--- src/rtl/core/awa_pkg.sv ---
// Shared types and constants for the admission window controller.
// Used by awa_step and admission_window_aimd; depends on nothing else.
package awa_pkg;

  localparam int TIME_BITS  = 48;
  localparam int LIMIT_BITS = 16;
  localparam int EPOCH_BITS = 32;
  localparam int GAP_BITS   = 32;
  localparam int COUNT_BITS = 16;
  localparam int FUNC_BITS  = 3;
  localparam int CFG_BITS   = 32;
  localparam int IDX_BITS   = 1;

  localparam logic [LIMIT_BITS-1:0] LIMIT_RESET  = LIMIT_BITS'(16);
  localparam logic [LIMIT_BITS-1:0] LIMIT_ONE    = LIMIT_BITS'(1);
  localparam logic [GAP_BITS-1:0]   MIN_INTERVAL = GAP_BITS'(1000);
  localparam logic [EPOCH_BITS-1:0] EPOCH_MAX    = '1;
  localparam logic [TIME_BITS-1:0]  TIME_MAX     = '1;

  // Configuration register indexes.
  localparam logic [IDX_BITS-1:0] REG_MAX_LIMIT       = IDX_BITS'(0);
  localparam logic [IDX_BITS-1:0] REG_GROWTH_INTERVAL = IDX_BITS'(1);

  typedef enum logic [FUNC_BITS-1:0] {
    FUNC_ADMITTED   = 3'd0,
    FUNC_REJECTED   = 3'd1,
    FUNC_GROW       = 3'd2,
    FUNC_HOLD       = 3'd3,
    FUNC_NEXT_EVENT = 3'd4,
    FUNC_PROGRESS   = 3'd5
  } func_t;

  typedef struct packed {
    logic [LIMIT_BITS-1:0] max_limit;
    logic [GAP_BITS-1:0]   growth_interval;
  } cfg_t;

  typedef struct packed {
    logic [LIMIT_BITS-1:0] limit;
    logic [EPOCH_BITS-1:0] epoch;
    logic [EPOCH_BITS-1:0] decision_epoch;
    logic                  progress_seen;
    logic [TIME_BITS-1:0]  hold_time;
    logic [TIME_BITS-1:0]  next_growth_time;
  } state_t;

  typedef struct packed {
    logic [FUNC_BITS-1:0]  func;
    logic [TIME_BITS-1:0]  now_time;
    logic [COUNT_BITS-1:0] accepted_count;
    logic [EPOCH_BITS-1:0] epoch_tag;
    logic [COUNT_BITS-1:0] inflight;
    logic                  has_work;
    logic [TIME_BITS-1:0]  hold_until;
  } item_t;

  typedef struct packed {
    logic                  changed;
    logic [LIMIT_BITS-1:0] limit_now;
    logic [EPOCH_BITS-1:0] epoch_now;
    logic                  event_valid;
    logic [TIME_BITS-1:0]  event_time;
  } result_t;

  // Window state right after reset or a ceiling write.
  function automatic state_t clear_state(input logic [LIMIT_BITS-1:0] ceiling);
    state_t s;
    s.limit            = ceiling;
    s.epoch            = '0;
    s.decision_epoch   = '0;
    s.progress_seen    = 1'b0;
    s.hold_time        = '0;
    s.next_growth_time = '0;
    return s;
  endfunction

endpackage

--- src/rtl/core/awa_step.sv ---
// Combinational event logic of the admission window controller.
// Takes one registered item, the window state and config; depends on awa_pkg.
module awa_step (
  input  awa_pkg::item_t   item,
  input  awa_pkg::state_t  st,
  input  awa_pkg::cfg_t    cfg,
  output awa_pkg::state_t  st_next,
  output awa_pkg::result_t res
);
  import awa_pkg::*;

  logic [TIME_BITS:0]    timer_sum;
  logic [TIME_BITS-1:0]  timer_after;
  logic [EPOCH_BITS-1:0] epoch_bump;
  logic [LIMIT_BITS-1:0] admit_pick;
  logic [LIMIT_BITS-1:0] reject_pick;
  logic [LIMIT_BITS-1:0] half_limit;
  logic [LIMIT_BITS-1:0] admit_limit;
  logic [LIMIT_BITS-1:0] reject_limit;
  logic                  room_to_grow;
  logic                  grow_ok;

  function automatic logic [LIMIT_BITS-1:0] clamp(input logic [LIMIT_BITS-1:0] v,
                                                  input logic [LIMIT_BITS-1:0] ceil_v);
    logic [LIMIT_BITS-1:0] r;
    r = (v == '0) ? LIMIT_ONE : v;
    if (r > ceil_v) r = ceil_v;
    return r;
  endfunction

  // Retry timer saturates at the largest time value.
  assign timer_sum   = {1'b0, item.now_time} + {{(TIME_BITS-GAP_BITS+1){1'b0}},
                                                cfg.growth_interval};
  assign timer_after = timer_sum[TIME_BITS] ? TIME_MAX : timer_sum[TIME_BITS-1:0];
  assign epoch_bump  = (st.epoch == EPOCH_MAX) ? st.epoch : st.epoch + EPOCH_BITS'(1);

  assign admit_pick   = (item.accepted_count > st.limit) ? item.accepted_count : st.limit;
  assign admit_limit  = clamp(admit_pick, cfg.max_limit);
  assign half_limit   = st.limit >> 1;
  assign reject_pick  = (item.accepted_count > half_limit) ? item.accepted_count : half_limit;
  assign reject_limit = clamp(reject_pick, cfg.max_limit);

  assign room_to_grow = st.progress_seen && (st.limit < cfg.max_limit) && item.has_work;
  assign grow_ok      = room_to_grow && (item.inflight >= st.limit) &&
                        (item.now_time >= st.next_growth_time) &&
                        (item.now_time >= st.hold_time);

  always_comb begin
    st_next         = st;
    res.changed     = 1'b0;
    res.event_valid = 1'b0;
    res.event_time  = '0;
    unique case (func_t'(item.func))
      FUNC_ADMITTED: begin
        st_next.limit = admit_limit;
        res.changed   = (admit_limit != st.limit);
      end
      FUNC_REJECTED: begin
        // A rejection tagged before the last decision is stale and ignored.
        if (item.epoch_tag >= st.decision_epoch) begin
          st_next.limit            = reject_limit;
          st_next.progress_seen    = 1'b0;
          st_next.next_growth_time = timer_after;
          st_next.epoch            = epoch_bump;
          st_next.decision_epoch   = epoch_bump;
          res.changed              = (reject_limit != st.limit);
        end
      end
      FUNC_GROW: begin
        if (grow_ok) begin
          st_next.limit            = st.limit + LIMIT_ONE;
          st_next.epoch            = epoch_bump;
          st_next.progress_seen    = 1'b0;
          st_next.next_growth_time = timer_after;
          res.changed              = 1'b1;
        end
      end
      FUNC_HOLD: begin
        if (item.hold_until > st.hold_time) st_next.hold_time = item.hold_until;
        if (item.hold_until > st.next_growth_time) st_next.next_growth_time = item.hold_until;
      end
      FUNC_NEXT_EVENT: begin
        if (item.now_time < st.hold_time) begin
          res.event_valid = 1'b1;
          res.event_time  = st.hold_time;
        end else if (room_to_grow && (item.now_time < st.next_growth_time)) begin
          res.event_valid = 1'b1;
          res.event_time  = st.next_growth_time;
        end
      end
      FUNC_PROGRESS: begin
        st_next.progress_seen = 1'b1;
      end
      default: begin
      end
    endcase
    res.limit_now = st_next.limit;
    res.epoch_now = st_next.epoch;
  end

endmodule

--- src/rtl/core/admission_window_aimd.sv ---
// Top level of the AIMD admission window controller: input register, window
// state, result register and config registers. Depends on awa_pkg, awa_step.
//
//   Channel   Handshake               Payload
//   in        in_valid / in_ready     func, now_time, accepted_count, epoch_tag,
//                                     inflight, has_work, hold_until
//   out       out_valid / out_ready   changed, limit_now, epoch_now,
//                                     event_valid, event_time
//   cfg       cfg_we (no wait)        cfg_index, cfg_data
//
// An item is captured into the input register on acceptance and evaluated
// against the window state while it sits there; its result is loaded into
// the output register once that register is free or drains. One item per
// cycle is sustained while results are taken. The state update of an item
// happens as its result is loaded, so the next item sees it unless a ceiling
// write in that cycle clears the window. While the output register holds a
// result that is not taken, both registers hold, and in_ready falls once the
// input register also holds an item. Reset is synchronous and restores the
// config defaults (ceiling 16, interval 1000 ms) and a cleared window.
module admission_window_aimd (
  input  logic                             clk,
  input  logic                             rst,
  input  logic                             in_valid,
  output logic                             in_ready,
  input  logic [awa_pkg::FUNC_BITS-1:0]    func,
  input  logic [awa_pkg::TIME_BITS-1:0]    now_time,
  input  logic [awa_pkg::COUNT_BITS-1:0]   accepted_count,
  input  logic [awa_pkg::EPOCH_BITS-1:0]   epoch_tag,
  input  logic [awa_pkg::COUNT_BITS-1:0]   inflight,
  input  logic                             has_work,
  input  logic [awa_pkg::TIME_BITS-1:0]    hold_until,
  output logic                             out_valid,
  input  logic                             out_ready,
  output logic                             changed,
  output logic [awa_pkg::LIMIT_BITS-1:0]   limit_now,
  output logic [awa_pkg::EPOCH_BITS-1:0]   epoch_now,
  output logic                             event_valid,
  output logic [awa_pkg::TIME_BITS-1:0]    event_time,
  input  logic                             cfg_we,
  input  logic [awa_pkg::IDX_BITS-1:0]     cfg_index,
  input  logic [awa_pkg::CFG_BITS-1:0]     cfg_data
);
  import awa_pkg::*;

  cfg_t    cfg;
  state_t  st;
  state_t  st_next;
  item_t   item;
  logic    item_valid;
  result_t res;
  logic    advance;
  logic [LIMIT_BITS-1:0] cfg_ceiling;
  logic [GAP_BITS-1:0]   cfg_gap;

  // The item register moves on whenever the output register is free or drains.
  assign advance  = !out_valid || out_ready;
  assign in_ready = !item_valid || advance;

  // A zero ceiling is taken as one; intervals under one second are raised.
  assign cfg_ceiling = (cfg_data[LIMIT_BITS-1:0] == '0) ? LIMIT_ONE
                                                        : cfg_data[LIMIT_BITS-1:0];
  assign cfg_gap     = (cfg_data[GAP_BITS-1:0] < MIN_INTERVAL) ? MIN_INTERVAL
                                                               : cfg_data[GAP_BITS-1:0];

  always_ff @(posedge clk) begin
    if (rst) begin
      cfg.max_limit       <= LIMIT_RESET;
      cfg.growth_interval <= MIN_INTERVAL;
    end else if (cfg_we) begin
      unique case (cfg_index)
        REG_MAX_LIMIT:       cfg.max_limit       <= cfg_ceiling;
        REG_GROWTH_INTERVAL: cfg.growth_interval <= cfg_gap;
        default: begin
        end
      endcase
    end
  end

  // Window state. A ceiling write reloads the limit and clears the rest.
  always_ff @(posedge clk) begin
    if (rst) begin
      st <= clear_state(LIMIT_RESET);
    end else if (cfg_we && (cfg_index == REG_MAX_LIMIT)) begin
      st <= clear_state(cfg_ceiling);
    end else if (item_valid && advance) begin
      st <= st_next;
    end
  end

  // Input register.
  always_ff @(posedge clk) begin
    if (rst) begin
      item_valid <= 1'b0;
    end else if (in_ready) begin
      item_valid <= in_valid;
    end
  end

  always_ff @(posedge clk) begin
    if (in_valid && in_ready) begin
      item.func           <= func;
      item.now_time       <= now_time;
      item.accepted_count <= accepted_count;
      item.epoch_tag      <= epoch_tag;
      item.inflight       <= inflight;
      item.has_work       <= has_work;
      item.hold_until     <= hold_until;
    end
  end

  awa_step u_step (
    .item    (item),
    .st      (st),
    .cfg     (cfg),
    .st_next (st_next),
    .res     (res)
  );

  // Output register.
  always_ff @(posedge clk) begin
    if (rst) begin
      out_valid <= 1'b0;
    end else if (advance) begin
      out_valid <= item_valid;
    end
  end

  always_ff @(posedge clk) begin
    if (advance && item_valid) begin
      changed     <= res.changed;
      limit_now   <= res.limit_now;
      epoch_now   <= res.epoch_now;
      event_valid <= res.event_valid;
      event_time  <= res.event_time;
    end
  end

endmodule

--- config.mk ---
export PLATFORM = sky130hd
export DESIGN_NAME = admission_window_aimd
export DESIGN_NICKNAME = d
export VERILOG_FILES = /design/src/rtl/core/awa_pkg.sv /design/src/rtl/core/awa_step.sv /design/src/rtl/core/admission_window_aimd.sv
export SDC_FILE = /design/constraint.sdc
export NUM_CORES = 1
export LEC_CHECK = 0
export BUFFER_PORTS_ARGS = -buffer_cell sky130_fd_sc_hd__buf_2
export CAP_MARGIN = 10
export CORE_MARGIN = 1
export CORE_UTILIZATION = 38
export CTS_CLUSTER_DIAMETER = 200
export DETAILED_ROUTE_END_ITERATION = 8
export GPL_TIMING_DRIVEN = 1
export PLACE_DENSITY = 0.62
export SLEW_MARGIN = 10
export SYNTH_ARGS = -nofsm -noshare
export SYNTH_HDL_FRONTEND = slang
export SYNTH_SLANG_ARGS = --single-unit
--- constraint.sdc ---
create_clock -name clk -period 7.58 [get_ports clk]
set_clock_uncertainty 0.1 [all_clocks]
set_input_delay 1.137 -clock clk [delete_from_list [all_inputs] [get_ports clk]]
set_output_delay 1.137 -clock clk [all_outputs]
set_load 0.05 [all_outputs]
==> impl_metrics.json <==
{
  "routabilityCongestion": 1.02,
  "post-route-period-util_pct": 83.8,
  "grt_pass1_wl_um": 162000,
  "maxSlewHeadroom_pct": 22.9,
  "crit_start": "st[175]$_SDFFE_PP0P_",
  "hold_ws_ns": 0.360,
  "dieArea_um2": 82400,
  "fmax_ghz": 0.157,
  "core-area_um2": 80500,
  "tightestPinTransition_ns": 1.15,
  "ys_warn_count": 0,
  "reg2reg_slack_ns": 1.23,
  "wl_um": 108000,
  "clkTransAtPathRegs_ns": 0.07,
  "final_common_cell": "ha_1",
  "synthFlopType": "edfxtp_1",
  "required_ns": 7.86,
  "critPathLaunchType": "flop",
  "yosysUniqueCellTypes": 94,
  "dp.cells": 4510,
  "grt_max_degree": 77,
  "hp-class": "flop to flop",
  "wl_met3_um": 9490,
  "final_nets": 4065,
  "die_h_um": 287,
  "cts_hold_buf": 0,
  "p_leak_nw": 13.4,
  "portBuffers": 301,
  "numCtsBuffers": 58,
  "seq_area_frac_synth_pct": 40.2,
  "syn_inst": 3267,
  "via_per_inst": 5.80,
  "wl_per_cell_um": 23.5,
  "status": "completed",
  "cts_resized": 0,
  "cap_violations": 0,
  "fin_crit_ns": 6.35,
  "start_util_pct": 38.4,
  "path_cells": "inv_1 > ha_1 > nand4b_4 > o211ai_1 > nor2_1 > a311oi_1 > buf_4 > inv_1 > ha_1 > nand4_1 > a2111o_1 > nand4_1 > nand2_1 > mux2i_1 > xnor2_1 > or3_1 > nor4_1 > o21ai_1",
  "final_layout_size_suffix_gt1_share_pct": 14.7,
  "postLayoutCellArea_um2": 35700,
  "mostFrequentLayoutCells": "ha_1, buf_2, edfxtp_1",
  "grt_pass1_vias": 25700,
  "gr-total-overflow": 0,
  "dpl_worst_slack_ns": 1.42,
  "ys_seq_elements": 489,
  "hp-start": "cfg[13]$_SDFFE_PP0P_",
  "fin_tns_setup_ns": 0,
  "max_stage_delay_ns": 0.92,
  "drt-initial-drc-count": 2529,
  "critPathArrivalTime_ns": 6.63,
  "synth.largest_area_cell": "edfxtp_1",
  "die_w_um": 287,
  "syn_avg_cell_area_um2": 9.46,
  "vias": 26800,
  "grt_setup_unrepaired": "no",
  "clk_latency_ns": 0.64,
  "peakVddDrop_v": 0.000181,
  "dpl_cell_area_um2": 33500,
  "post-route-drc-count": 0,
  "cts_tree": "built",
  "worstSetupPathType": "flop to flop",
  "slew_viol_final": 0,
  "synthArstFlopShare_pct": 0,
  "placementRows": 104,
  "track_usage_pct": 25.8,
  "wl_met1_um": 46700,
  "p_per_area_nw_per_um2": 208,
  "yosys.area.top_type_share_pct": 25.5,
  "dp_hpwl_um": 80500,
  "area.growth.synth_to_final_pct": 15.4,
  "worstReg2RegStart": "st[175]$_SDFFE_PP0P_",
  "synth_nets": 3822,
  "synth_edf_count": 262,
  "total_power_mw": 7.42,
  "end_kind": "flop",
  "stdcell_count": 4621,
  "ant_nets": 0,
  "crit_fanout": 15,
  "top_layer": "met5",
  "yosys-top-cells-area": "edfxtp_1, dfxtp_1, ha_1, a21oi_1, nor2_1",
  "netlist_area_um2": 30900,
  "antenna_found_initial": 6,
  "clkSinkCount": 489,
  "clk_path_buf_depth": 3,
  "timing.final.ws_setup_ns": 1.23,
  "route.met2.wl_um": 49100,
  "root_buffer": "clkbuf_16",
  "cp_slowest_cell": "o211ai_1",
  "ioPinCount": 302,
  "setup_viol": 0,
  "postCtsSetupBuffers": 0,
  "postLayoutCoreUtil_pct": 44.3,
  "h-tree-depth": 2,
  "hold_viol": 0,
  "first_pass_iters": 8
}
## path summary, 6_finish.rpt
path                                to  depth (start not counted)
hold / removal    cfg[13]$_SDFFE_PP0P_                          2
setup reg to reg     changed$_DFFE_PP_                         18
hold reg to reg   cfg[13]$_SDFFE_PP0P_                          2
setup / recovery     changed$_DFFE_PP_                         18
## flip-flops by register name, summed over array words and instances, names as in the netlist
name	cells
cfg	48
changed	1
epoch_now	32
event_time	48
event_valid	1
item	164
item_valid	1
limit_now	16
out_valid	1
st	177
## layout make-up
class	count	area [um2]
Antenna cell	1	2.50
Clock buffer	80	1760
Clock inverter	30	372
Fill cell	7716	44900
Inverter	194	733
Multi-Input combinational cell	2401	17100
Sequential cell	489	12400
Tap cell	1060	1330
Timing Repair Buffer	366	1990
## cell families after synthesis
family	after synthesis	synth area share, %
simple gates	995	15.9
mux	76	2.49
flops	489	40.2
buf+inv	377	4.86
compound gates	841	18.4
xor+xnor	136	3.86
fa+ha+maj	353	14.3
## power by group
part | internal [mW] | switching (mW)
registers | 2.91 | 0.110
clock network | 1.87 | 1.22
logic | 0.450 | 0.854
## cell usage after synthesis, types with 22 or more instances
cell type,n
xor2_1,54
a21oi_1,225
a211oi_1,56
dfxtp_1,227
o22ai_1,31
nand3_1,131
clkbuf_1,145
nor2_1,257
nand4_1,79
o21ai_0,116
nand2_1,235
edfxtp_1,262
ha_1,352
a21o_1,70
nand2b_1,63
nor3_1,48
o221ai_1,32
mux2i_1,69
nor4_1,47
o211ai_1,44
inv_1,188
o31ai_1,57
xnor2_1,82
o21a_1,24
and3_1,22
or3_1,23
## per-layer routing
| layer | track usage (%) | up-vias |
|---|---|---|
| met3 | 5.49 | 187 |
| met4 | 7.58 | 6 |
| met1 | 34.7 | 12800 |
| met2 | 41.6 | 1116 |
| li1 | - | 12700 |
| met5 | 0 | - |
## worst max-delay path: cells and delay by family, from the launching register on
family                   cells  cell delay [ns]
multiplexers                 1             0.42
adder cells (fa/ha/maj)      2             0.70
AND/OR/NAND/NOR              7             2.18
AO/OA/AOI/OAI                4             1.80
XOR/XNOR                     1             0.09
flip-flops                   1             0.36
buffers and inverters        3             0.43
Note: power is estimated with default switching activity, not from simulation.
